==> src/hw/rtl/ctt_pkg.sv <==
// shared types and constants for the configuration text tokenizer
package ctt_pkg;

  // token kinds as carried on the result channel
  localparam logic [3:0] KIND_NEWLINE = 4'd0;
  localparam logic [3:0] KIND_SEMI    = 4'd1;
  localparam logic [3:0] KIND_LBRACK  = 4'd2;
  localparam logic [3:0] KIND_RBRACK  = 4'd3;
  localparam logic [3:0] KIND_ASSIGN  = 4'd4;
  localparam logic [3:0] KIND_COMMENT = 4'd5;
  localparam logic [3:0] KIND_STRING  = 4'd6;
  localparam logic [3:0] KIND_INTEGER = 4'd7;
  localparam logic [3:0] KIND_FLOAT   = 4'd8;
  localparam logic [3:0] KIND_IDENT   = 4'd9;
  localparam logic [3:0] KIND_BOOL    = 4'd10;
  localparam logic [3:0] KIND_INVALID = 4'd11;

  localparam int unsigned KIND_BITS = 4;
  localparam int unsigned LINE_BITS = 16;

  // character codes
  localparam logic [7:0] CH_NUL   = 8'h00;
  localparam logic [7:0] CH_TAB   = 8'h09;
  localparam logic [7:0] CH_NL    = 8'h0A;
  localparam logic [7:0] CH_SP    = 8'h20;
  localparam logic [7:0] CH_DQUOT = 8'h22;
  localparam logic [7:0] CH_HASH  = 8'h23;
  localparam logic [7:0] CH_SQUOT = 8'h27;
  localparam logic [7:0] CH_MINUS = 8'h2D;
  localparam logic [7:0] CH_DOT   = 8'h2E;
  localparam logic [7:0] CH_SLASH = 8'h2F;
  localparam logic [7:0] CH_SEMI  = 8'h3B;
  localparam logic [7:0] CH_EQ    = 8'h3D;
  localparam logic [7:0] CH_LBRK  = 8'h5B;
  localparam logic [7:0] CH_BSL   = 8'h5C;
  localparam logic [7:0] CH_RBRK  = 8'h5D;
  localparam logic [7:0] CH_UNDER = 8'h5F;

  // scanner state, one-hot
  typedef enum logic [4:0] {
    MODE_IDLE    = 5'b00001,
    MODE_COMMENT = 5'b00010,
    MODE_STRING  = 5'b00100,
    MODE_NUMBER  = 5'b01000,
    MODE_WORD    = 5'b10000
  } mode_t;

  function automatic logic [7:0] to_lower(input logic [7:0] c);
    logic [7:0] r;
    r = c;
    if (c >= 8'h41 && c <= 8'h5A) begin
      r = c + 8'd32;
    end
    return r;
  endfunction

  function automatic logic is_digit(input logic [7:0] c);
    return (c >= 8'h30 && c <= 8'h39);
  endfunction

  function automatic logic is_letter(input logic [7:0] c);
    return (c >= 8'h41 && c <= 8'h5A) || (c >= 8'h61 && c <= 8'h7A);
  endfunction

  function automatic logic is_symbol(input logic [7:0] c);
    return (c == CH_MINUS) || (c == CH_UNDER) || (c == CH_SLASH) || (c == CH_BSL);
  endfunction

endpackage

==> src/hw/rtl/ctt_in_if.sv <==
// input channel: one text byte per beat
interface ctt_in_if;
  logic       valid;
  logic       ready;
  logic [7:0] text_byte;
  logic       end_of_text;

  modport source (output valid, output text_byte, output end_of_text, input ready);
  modport sink   (input valid, input text_byte, input end_of_text, output ready);
endinterface

==> src/hw/rtl/ctt_out_if.sv <==
// result channel: one token per beat
interface ctt_out_if #(
  parameter int unsigned OFFSET_BITS = 32,
  parameter int unsigned LENGTH_BITS = 16
);
  logic                   valid;
  logic                   ready;
  logic [3:0]             token_kind;
  logic [OFFSET_BITS-1:0] token_start;
  logic [LENGTH_BITS-1:0] token_length;
  logic                   bool_value;
  logic [15:0]            line_number;
  logic                   last_of_run;

  modport source (output valid, output token_kind, output token_start, output token_length,
                  output bool_value, output line_number, output last_of_run, input ready);
  modport sink   (input valid, input token_kind, input token_start, input token_length,
                  input bool_value, input line_number, input last_of_run, output ready);
endinterface

==> src/hw/rtl/config_text_tokenizer.sv <==
// configuration text tokenizer top level: byte scanner and token queue
//
// Takes one text byte per clock and returns tokens (kind, start offset, length, boolean
// value, line) on the result channel. Each byte is scanned in the cycle it is accepted;
// the state registers hold the open token. A byte may close the open token and also be
// a one-character token, so it can give two tokens; these go into a four-entry queue
// that drives the result channel one token per cycle. The input is ready whenever the
// queue has room for two tokens, so a byte is taken every cycle as long as the sink keeps
// up and bytes average no more than one token each; a byte value of zero or end_of_text
// flushes the open token and restarts offsets and line counting for a new text.
module config_text_tokenizer
  import ctt_pkg::*;
#(
  parameter int unsigned OFFSET_BITS = 32,
  parameter int unsigned LENGTH_BITS = 16
) (
  input  logic      clk,
  input  logic      rst_n,
  ctt_in_if.sink    in_tok,
  ctt_out_if.source out_tok
);

  localparam int unsigned QDEPTH = 4;
  localparam int unsigned QPTR_W = $clog2(QDEPTH);
  localparam int unsigned QCNT_W = QPTR_W + 1;
  localparam logic [LENGTH_BITS-1:0] LEN_MAX = '1;
  localparam logic [LINE_BITS-1:0]   LINE_MAX = '1;

  typedef struct packed {
    logic [KIND_BITS-1:0]   kind;
    logic [OFFSET_BITS-1:0] start;
    logic [LENGTH_BITS-1:0] length;
    logic                   bval;
    logic [LINE_BITS-1:0]   line;
    logic                   last;
  } tok_t;

  // scanner state
  mode_t                  mode_r, mode_nxt;
  logic [KIND_BITS-1:0]   kind_r, kind_nxt;
  logic                   dq_r, dq_nxt;
  logic                   bs_r, bs_nxt;
  logic [OFFSET_BITS-1:0] start_r, start_nxt;
  logic [LENGTH_BITS-1:0] len_r, len_nxt;
  logic [OFFSET_BITS-1:0] off_r, off_nxt;
  logic [LINE_BITS-1:0]   line_r, line_nxt;
  logic [7:0]             fc_r [5];
  logic [7:0]             fc_nxt [5];

  // token queue
  tok_t                   q_r [QDEPTH];
  logic [QPTR_W-1:0]      wp_r, rp_r;
  logic [QCNT_W-1:0]      cnt_r;

  logic                   in_fire, out_fire;
  logic [7:0]             b;
  logic                   eot;

  // per-byte results
  logic                   a_vld, c_vld, grow_en, idle_go;
  logic [KIND_BITS-1:0]   a_kind, c_kind;
  logic                   a_bval;
  logic [KIND_BITS-1:0]   fin_kind;
  logic                   fin_bval;
  logic                   term_num, term_word;
  logic [7:0]             quote_ch;
  logic                   b_false, b_true;
  logic [7:0]             l0, l1, l2, l3, l4;
  tok_t                   tok_a, tok_c, wr0, wr1;
  logic [1:0]             n_wr;

  assign b        = in_tok.text_byte;
  assign eot      = in_tok.end_of_text || (in_tok.text_byte == CH_NUL);
  assign in_fire  = in_tok.valid && in_tok.ready;
  assign out_fire = out_tok.valid && out_tok.ready;

  // room for two tokens before a byte is taken
  assign in_tok.ready = (cnt_r <= QCNT_W'(QDEPTH - 2));

  // delimiters
  assign term_num  = (b == CH_SP) || (b == CH_TAB) || (b == CH_NL) || (b == CH_HASH) ||
                     (b == CH_SEMI);
  assign term_word = term_num || (b == CH_RBRK);
  assign quote_ch  = dq_r ? CH_DQUOT : CH_SQUOT;

  // boolean word match on the first five characters
  assign l0 = to_lower(fc_r[0]);
  assign l1 = to_lower(fc_r[1]);
  assign l2 = to_lower(fc_r[2]);
  assign l3 = to_lower(fc_r[3]);
  assign l4 = to_lower(fc_r[4]);

  always_comb begin
    b_false = ((len_r == LENGTH_BITS'(1)) && (l0 == "f" || l0 == "n")) ||
              ((len_r == LENGTH_BITS'(2)) && l0 == "n" && l1 == "o") ||
              ((len_r == LENGTH_BITS'(5)) && l0 == "f" && l1 == "a" && l2 == "l" &&
               l3 == "s" && l4 == "e");
    b_true  = ((len_r == LENGTH_BITS'(1)) && (l0 == "t" || l0 == "y")) ||
              ((len_r == LENGTH_BITS'(3)) && l0 == "y" && l1 == "e" && l2 == "s") ||
              ((len_r == LENGTH_BITS'(4)) && l0 == "t" && l1 == "r" && l2 == "u" &&
               l3 == "e");
  end

  // kind of the open token when it closes
  always_comb begin
    fin_kind = kind_r;
    fin_bval = 1'b0;
    case (mode_r)
      MODE_COMMENT: fin_kind = KIND_COMMENT;
      MODE_STRING:  fin_kind = KIND_INVALID;
      MODE_NUMBER: begin
        if (kind_r == KIND_INTEGER && len_r == LENGTH_BITS'(1) && fc_r[0] == CH_MINUS) begin
          fin_kind = KIND_INVALID;
        end
      end
      MODE_WORD: begin
        if (b_false || b_true) begin
          fin_kind = KIND_BOOL;
          fin_bval = b_true;
        end
      end
      default: fin_kind = kind_r;
    endcase
  end

  // scan one byte
  always_comb begin
    mode_nxt  = mode_r;
    kind_nxt  = kind_r;
    dq_nxt    = dq_r;
    bs_nxt    = bs_r;
    start_nxt = start_r;
    len_nxt   = len_r;
    off_nxt   = off_r;
    line_nxt  = line_r;
    for (int i = 0; i < 5; i++) begin
      fc_nxt[i] = fc_r[i];
    end
    a_vld   = 1'b0;
    a_kind  = fin_kind;
    a_bval  = fin_bval;
    c_vld   = 1'b0;
    c_kind  = KIND_NEWLINE;
    grow_en = 1'b0;
    idle_go = 1'b0;

    if (eot) begin
      // flush and start a new text
      a_vld     = (mode_r != MODE_IDLE);
      mode_nxt  = MODE_IDLE;
      kind_nxt  = '0;
      dq_nxt    = 1'b0;
      bs_nxt    = 1'b0;
      start_nxt = '0;
      len_nxt   = '0;
      off_nxt   = '0;
      line_nxt  = LINE_BITS'(1);
      for (int i = 0; i < 5; i++) begin
        fc_nxt[i] = '0;
      end
    end else begin
      off_nxt = off_r + OFFSET_BITS'(1);
      case (mode_r)
        MODE_IDLE: idle_go = 1'b1;
        MODE_COMMENT: begin
          if (b == CH_NL) begin
            a_vld    = 1'b1;
            mode_nxt = MODE_IDLE;
            idle_go  = 1'b1;
          end else begin
            grow_en = 1'b1;
          end
        end
        MODE_STRING: begin
          if (b == CH_NL) begin
            a_vld    = 1'b1;
            mode_nxt = MODE_IDLE;
            idle_go  = 1'b1;
          end else if (b == quote_ch && !bs_r) begin
            a_vld    = 1'b1;
            a_kind   = KIND_STRING;
            a_bval   = 1'b0;
            mode_nxt = MODE_IDLE;
          end else begin
            grow_en = 1'b1;
            bs_nxt  = (b == CH_BSL);
          end
        end
        MODE_NUMBER: begin
          if (term_num) begin
            a_vld    = 1'b1;
            mode_nxt = MODE_IDLE;
            idle_go  = 1'b1;
          end else begin
            grow_en = 1'b1;
            if (b == CH_DOT) begin
              kind_nxt = (kind_r == KIND_INTEGER) ? KIND_FLOAT : KIND_INVALID;
            end else if (!is_digit(b)) begin
              kind_nxt = KIND_INVALID;
            end
          end
        end
        MODE_WORD: begin
          if (term_word) begin
            a_vld    = 1'b1;
            mode_nxt = MODE_IDLE;
            idle_go  = 1'b1;
          end else begin
            grow_en = 1'b1;
            if (!(is_letter(b) || is_digit(b) || is_symbol(b))) begin
              kind_nxt = KIND_INVALID;
            end
          end
        end
        default: begin
          mode_nxt = MODE_IDLE;
          idle_go  = 1'b1;
        end
      endcase

      // extend the open token
      if (grow_en) begin
        if (len_r < LENGTH_BITS'(5)) begin
          fc_nxt[len_r[2:0]] = b;
        end
        if (len_r != LEN_MAX) begin
          len_nxt = len_r + LENGTH_BITS'(1);
        end
      end

      // byte seen between tokens
      if (idle_go) begin
        case (b)
          CH_SP, CH_TAB: begin
          end
          CH_NL: begin
            c_vld  = 1'b1;
            c_kind = KIND_NEWLINE;
            if (line_r != LINE_MAX) begin
              line_nxt = line_r + LINE_BITS'(1);
            end
          end
          CH_SEMI: begin
            c_vld  = 1'b1;
            c_kind = KIND_SEMI;
          end
          CH_LBRK: begin
            c_vld  = 1'b1;
            c_kind = KIND_LBRACK;
          end
          CH_RBRK: begin
            c_vld  = 1'b1;
            c_kind = KIND_RBRACK;
          end
          CH_EQ: begin
            c_vld  = 1'b1;
            c_kind = KIND_ASSIGN;
          end
          CH_DQUOT, CH_SQUOT: begin
            mode_nxt  = MODE_STRING;
            kind_nxt  = KIND_STRING;
            start_nxt = off_r + OFFSET_BITS'(1);
            len_nxt   = '0;
            bs_nxt    = 1'b0;
            dq_nxt    = (b == CH_DQUOT);
          end
          default: begin
            start_nxt = off_r;
            len_nxt   = LENGTH_BITS'(1);
            bs_nxt    = 1'b0;
            fc_nxt[0] = b;
            if (b == CH_HASH) begin
              mode_nxt = MODE_COMMENT;
              kind_nxt = KIND_COMMENT;
            end else if (b == CH_DOT) begin
              mode_nxt = MODE_NUMBER;
              kind_nxt = KIND_FLOAT;
            end else if (b == CH_MINUS || is_digit(b)) begin
              mode_nxt = MODE_NUMBER;
              kind_nxt = KIND_INTEGER;
            end else if (is_letter(b) || is_symbol(b)) begin
              mode_nxt = MODE_WORD;
              kind_nxt = KIND_IDENT;
            end else begin
              mode_nxt = MODE_WORD;
              kind_nxt = KIND_INVALID;
            end
          end
        endcase
      end
    end
  end

  // assemble the tokens of this byte in order
  always_comb begin
    tok_a.kind   = a_kind;
    tok_a.start  = start_r;
    tok_a.length = len_r;
    tok_a.bval   = a_bval;
    tok_a.line   = line_r;
    tok_a.last   = !c_vld;

    tok_c.kind   = c_kind;
    tok_c.start  = off_r;
    tok_c.length = LENGTH_BITS'(1);
    tok_c.bval   = 1'b0;
    tok_c.line   = line_r;
    tok_c.last   = 1'b1;

    wr0  = a_vld ? tok_a : tok_c;
    wr1  = tok_c;
    n_wr = {1'b0, a_vld} + {1'b0, c_vld};
  end

  // scanner state registers
  always_ff @(posedge clk) begin
    if (!rst_n) begin
      mode_r  <= MODE_IDLE;
      kind_r  <= '0;
      dq_r    <= 1'b0;
      bs_r    <= 1'b0;
      start_r <= '0;
      len_r   <= '0;
      off_r   <= '0;
      line_r  <= LINE_BITS'(1);
      for (int i = 0; i < 5; i++) begin
        fc_r[i] <= '0;
      end
    end else if (in_fire) begin
      mode_r  <= mode_nxt;
      kind_r  <= kind_nxt;
      dq_r    <= dq_nxt;
      bs_r    <= bs_nxt;
      start_r <= start_nxt;
      len_r   <= len_nxt;
      off_r   <= off_nxt;
      line_r  <= line_nxt;
      for (int i = 0; i < 5; i++) begin
        fc_r[i] <= fc_nxt[i];
      end
    end
  end

  // queue control
  always_ff @(posedge clk) begin
    if (!rst_n) begin
      wp_r  <= '0;
      rp_r  <= '0;
      cnt_r <= '0;
    end else begin
      if (in_fire) begin
        wp_r <= wp_r + QPTR_W'(n_wr);
      end
      if (out_fire) begin
        rp_r <= rp_r + QPTR_W'(1);
      end
      cnt_r <= cnt_r + (in_fire ? QCNT_W'(n_wr) : '0) - QCNT_W'(out_fire);
    end
  end

  // queue entries
  always_ff @(posedge clk) begin
    if (in_fire && (n_wr != 2'd0)) begin
      q_r[wp_r] <= wr0;
    end
    if (in_fire && (n_wr == 2'd2)) begin
      q_r[wp_r + QPTR_W'(1)] <= wr1;
    end
  end

  // result beat from the queue head
  assign out_tok.valid        = (cnt_r != '0);
  assign out_tok.token_kind   = q_r[rp_r].kind;
  assign out_tok.token_start  = q_r[rp_r].start;
  assign out_tok.token_length = q_r[rp_r].length;
  assign out_tok.bool_value   = q_r[rp_r].bval;
  assign out_tok.line_number  = q_r[rp_r].line;
  assign out_tok.last_of_run  = q_r[rp_r].last;

endmodule
==> src/flat_wrapper.sv <==
// flat-port wrapper written by rule: the top's interface ports become plain ports
module config_text_tokenizer_flat import ctt_pkg::*;
#(
  parameter int unsigned OFFSET_BITS = 32,
  parameter int unsigned LENGTH_BITS = 16
)
  (clk, rst_n, in_tok_valid, in_tok_text_byte, in_tok_end_of_text, in_tok_ready, out_tok_valid, out_tok_token_kind, out_tok_token_start, out_tok_token_length, out_tok_bool_value, out_tok_line_number, out_tok_last_of_run, out_tok_ready);
  ctt_in_if in_tok_i ();
  ctt_out_if #(.OFFSET_BITS(OFFSET_BITS), .LENGTH_BITS(LENGTH_BITS)) out_tok_i ();
  input  logic clk;
  input  logic rst_n;
  input wire logic [$bits(in_tok_i.valid)-1:0] in_tok_valid;
  input wire logic [$bits(in_tok_i.text_byte)-1:0] in_tok_text_byte;
  input wire logic [$bits(in_tok_i.end_of_text)-1:0] in_tok_end_of_text;
  output wire logic [$bits(in_tok_i.ready)-1:0] in_tok_ready;
  output wire logic [$bits(out_tok_i.valid)-1:0] out_tok_valid;
  output wire logic [$bits(out_tok_i.token_kind)-1:0] out_tok_token_kind;
  output wire logic [$bits(out_tok_i.token_start)-1:0] out_tok_token_start;
  output wire logic [$bits(out_tok_i.token_length)-1:0] out_tok_token_length;
  output wire logic [$bits(out_tok_i.bool_value)-1:0] out_tok_bool_value;
  output wire logic [$bits(out_tok_i.line_number)-1:0] out_tok_line_number;
  output wire logic [$bits(out_tok_i.last_of_run)-1:0] out_tok_last_of_run;
  input wire logic [$bits(out_tok_i.ready)-1:0] out_tok_ready;
  assign in_tok_i.valid = in_tok_valid;
  assign in_tok_i.text_byte = in_tok_text_byte;
  assign in_tok_i.end_of_text = in_tok_end_of_text;
  assign in_tok_ready = in_tok_i.ready;
  assign out_tok_valid = out_tok_i.valid;
  assign out_tok_token_kind = out_tok_i.token_kind;
  assign out_tok_token_start = out_tok_i.token_start;
  assign out_tok_token_length = out_tok_i.token_length;
  assign out_tok_bool_value = out_tok_i.bool_value;
  assign out_tok_line_number = out_tok_i.line_number;
  assign out_tok_last_of_run = out_tok_i.last_of_run;
  assign out_tok_i.ready = out_tok_ready;
  config_text_tokenizer #(.OFFSET_BITS(OFFSET_BITS), .LENGTH_BITS(LENGTH_BITS)) u_core (.clk(clk), .rst_n(rst_n), .in_tok(in_tok_i), .out_tok(out_tok_i));
endmodule
==> config.mk <==
export PLATFORM = sky130hd
export DESIGN_NAME = config_text_tokenizer_flat
export DESIGN_NICKNAME = d
export VERILOG_FILES = /design/src/hw/rtl/ctt_pkg.sv /design/src/hw/rtl/ctt_in_if.sv /design/src/hw/rtl/ctt_out_if.sv /design/src/hw/rtl/config_text_tokenizer.sv /design/src/flat_wrapper.sv
export SDC_FILE = /design/constraint.sdc
export NUM_CORES = 1
export LEC_CHECK = 0
export BUFFER_PORTS_ARGS = -buffer_cell sky130_fd_sc_hd__buf_4
export CAP_MARGIN = 20
export CORE_UTILIZATION = 50
export CTS_BUF_LIST = sky130_fd_sc_hd__clkbuf_2 sky130_fd_sc_hd__clkbuf_4 sky130_fd_sc_hd__clkbuf_8
export DETAILED_ROUTE_END_ITERATION = 16
export GPL_TIMING_DRIVEN = 0
export HOLD_SLACK_MARGIN = 0.02
export PLACE_DENSITY = 0.78
export SLEW_MARGIN = 20
export SYNTH_ARGS = -nofsm -noshare
export SYNTH_HDL_FRONTEND = slang
export SYNTH_SLANG_ARGS = --single-unit
export TNS_END_PERCENT = 100
==> constraint.sdc <==
create_clock -name clk -period 7.5 [get_ports clk]
set_clock_uncertainty 0.1 [all_clocks]
set_input_delay 1.125 -clock clk [delete_from_list [all_inputs] [get_ports clk]]
set_output_delay 1.125 -clock clk [all_outputs]
set_load 0.01 [all_outputs]
==> results.py <==
metrics = {
    "timing": {
        "rsz0062_at_grt": "no",
        "fmax_mhz": 170,
        "setup_viol": 0,
        "worstMarginPinSlew_ns": 1.20,
        "period_share_pct": 78.5,
        "finalCriticalPeriod_ns": 5.89,
        "slew_viol_final": 0,
        "max_slew_margin_pct": 19.2,
        "finalHoldViolCount": 0,
    },
    "floorplan": {
        "rows": 75,
        "die_x_um": 209,
        "die_y_um": 209,
        "pin_count": 85,
        "die_area_um2": 43800,
        "core_area_um2": 42100,
        "initial_core_util_pct": 51.0,
    },
    "grt": {
        "grt_pass1_vias": 16300,
        "antenna_found_initial": 0,
        "grt.overflow.total": 0,
        "grt_pass1_wl_um": 94100,
        "grtUsageTotal_pct": 28.0,
        "grt_start_max_net_pins": 38,
    },
    "worst_setup_path": {
        "crit_fanout": 37,
        "cp-startpoint": "in_tok_text_byte[2]",
        "reg2reg_slack_ns": 2.18,
        "crit_arrival_ns": 6.14,
        "start_kind": "input pin",
        "r2r_cells": 16,
        "reg2reg_from": "u_core.mode_r[2]$_SDFFE_PN0P_",
        "path_class": "in -> reg",
        "cp-end-kind": "flop",
        "worstReg2RegEnd": "u_core.q_r[3][38]$_DFFE_PP_",
        "cp_data_required_time_ns": 7.76,
    },
    "worst_hold_path": {
        "hold_end": "u_core.q_r[1][17]$_SDFFE_PP0P_",
        "hold_class": "reg -> reg",
        "min_path_cells": 2,
        "hold_start": "u_core.q_r[1][17]$_SDFFE_PP0P_",
    },
    "synth": {
        "synth-main-ff-cell": "edfxtp_1",
        "seq_area_frac_synth_pct": 52.0,
        "synth_nets": 1945,
        "yosysWarnings": 0,
        "synth_top_area_cell": "edfxtp_1",
        "avgSynthCellArea_um2": 11.2,
        "yosys_register_bits": 436,
        "synth-edff-count": 244,
        "synthCells": 1913,
        "async_flop_share_pct": 0,
        "synth_area_um2": 21500,
        "synth_top_area_share_pct": 34.1,
        "ys_types": 95,
        "synth_area_leaders": "edfxtp_1 34%, dfxtp_1 18%, a22o_1 7.6%",
    },
    "clocking": {
        "post-cts-setup-buffers": 0,
        "clockBufferDepth": 3,
        "cts_resized": 0,
        "ctsHtreeMaxLevel": 3,
        "clk_pin_slew_ns": 0.06,
        "clk_latency_ns": 0.64,
        "hold_buffers": 0,
        "cts_buffers": 73,
        "cts-root-buf": "clkbuf_8",
        "clock-sinks": 436,
        "cts_tree": "done",
    },
    "cells_and_area": {
        "final_common_cell": "edfxtp_1",
        "layout_common_cells": "244 x edfxtp_1, 192 x dfxtp_1, 186 x a22o_1",
        "synthToLayoutAreaGrowth_pct": 14.4,
        "drive_gt1_share_pct": 17.9,
        "final_area_um2": 24600,
        "finalNetCount": 2109,
        "fillCellCount": 3444,
        "diodes": 0,
        "fin_cells": 2677,
    },
    "route": {
        "remaining_drc_errors": 0,
        "vias_per_cell": 6.31,
        "dr.pass1.iters": 6,
        "first_iter_violations": 1540,
        "ant_nets": 0,
        "wl_per_cell_um": 23.0,
        "vias": 16900,
        "wl_um": 61600,
    },
    "placed_design": {
        "port_buffers": 84,
        "gp_congestion": 0.975,
        "dpl.cell_count": 2541,
        "post-dp-hpwl_um": 42500,
        "dpl_cell_area_um2": 23000,
    },
    "pwr": {
        "p_leak_nw": 8.10,
        "power_density_nw_per_um2": 244,
        "ir_drop_v": 0.000164,
    },
    "job": {
        "drv_cap": 0,
    },
    "status": {
        "status": "completed",
    },
}
[power breakdown]
part	total [mW]	internal (mW)	switching, mW
Sequential	2.65	2.60	0.0564
Clock	2.33	1.33	0.997
Combinational	1.02	0.432	0.584
Total	6.00	4.36	1.64
[per-stage QoR]
step                      hold slack [ns]  utilization, %  setup TNS [ns]  power [mW]  setup WS (ns)
after floorplan                     0.320               -               0        3.32           1.63
after global placement              0.330            54.1         -154.24        3.69         -0.753
after detailed placement            0.340            54.5               0        3.71           1.10
after CTS                           0.349            58.3               0        6.01           1.74
after global routing                0.381            58.3               0        6.19           1.34
final                               0.346            58.3               0        6.00           1.61
[cell families (layout without fill, tap and decap cells)]
| kind of cell | Yosys count | after routing | share of synthesized area [%] |
|---|---|---|---|
| xor gates and xnor gates | 64 | 64 | 2.61 |
| DFF | 436 | 436 | 52.0 |
| and+or+nand+nor | 631 | 631 | 15.6 |
| adders and majority gates | 19 | 19 | 1.14 |
| AOI/OAI and AO/OA | 456 | 456 | 15.9 |
| buffers and inverters | 210 | 435 | 4.14 |
| muxes | 97 | 97 | 8.60 |
[cells in the mapped netlist, types with 9 or more instances]
cell,n
nand3b_1,9
buf_1,23
clkbuf_1,103
xor2_1,23
inv_1,30
o21ai_0,71
o31ai_1,18
nand3_1,64
a21boi_0,15
mux4_2,70
nor2_1,129
xnor2_1,41
and3_1,13
nand4b_1,10
and2_1,77
a31oi_1,10
ha_1,18
dfxtp_1,192
a21oi_1,58
o2bb2ai_1,10
a22o_1,186
nor3_1,41
or3_1,14
nor2b_1,19
nor4_1,27
o21ai_1,10
buf_2,40
edfxtp_1,244
nand4_1,26
mux2i_1,27
o211ai_1,10
nand2_1,148
[critical path: stages]
cell and delay (ns):
buf_4 0.12, buf_2 0.17, nor4_1 0.75, a21o_1 0.22, buf_2 0.28, a21oi_1 0.13
o21ai_0 0.20, a21oi_1 0.22, inv_1 0.11, ha_1 0.23, nand2b_1 0.18, or2_0 0.13
clkbuf_1 0.40, and2_1 0.20, clkbuf_1 0.75, inv_2 0.23, clkbuf_4 0.38, buf_16 0.27
[registers in the layout, indices dropped and copies added (netlist names), 4 cells and up, named ones only]
register,count
u_core.fc_r,40
u_core.q_r,280
u_core.start_r,32
u_core.off_r,32
u_core.line_r,16
u_core.kind_r,4
u_core.len_r,16
u_core.mode_r,5
[worst max path at each step]
stage                                           endpoint  cells after the start
after floorplan              u_core.q_r[3][10]$_DFFE_PP_                     15
after global placement       u_core.q_r[3][34]$_DFFE_PP_                     16
after detailed placement  u_core.q_r[3][18]$_SDFFE_PP1P_                     20
after CTS                 u_core.q_r[3][18]$_SDFFE_PP1P_                     20
after global routing      u_core.q_r[3][18]$_SDFFE_PP1P_                     20
final                        u_core.q_r[3][38]$_DFFE_PP_                     18
[metal layers]
layer | GRT usage, % | wire [um] | up-vias
li1 | - | - | 7603
met1 | 36.7 | 25400 | 8379
met2 | 45.4 | 29000 | 754
met3 | 5.04 | 4760 | 163
met4 | 12.6 | 2450 | 0
met5 | 0 | 0 | -
[layout make-up]
type / instances / area (um2) / area share, %
sequential: 436 / 11200 / 45.5
multi-input combinational: 1267 / 9450 / 38.5
clock buffer: 110 / 1350 / 5.47
buffer: 175 / 772 / 3.14
timing repair buffer: 89 / 761 / 3.10
tap: 539 / 674 / 2.74
clock inverter: 26 / 268 / 1.09
inverter: 35 / 134 / 0.545
Note: power is estimated with default switching activity, not from simulation.
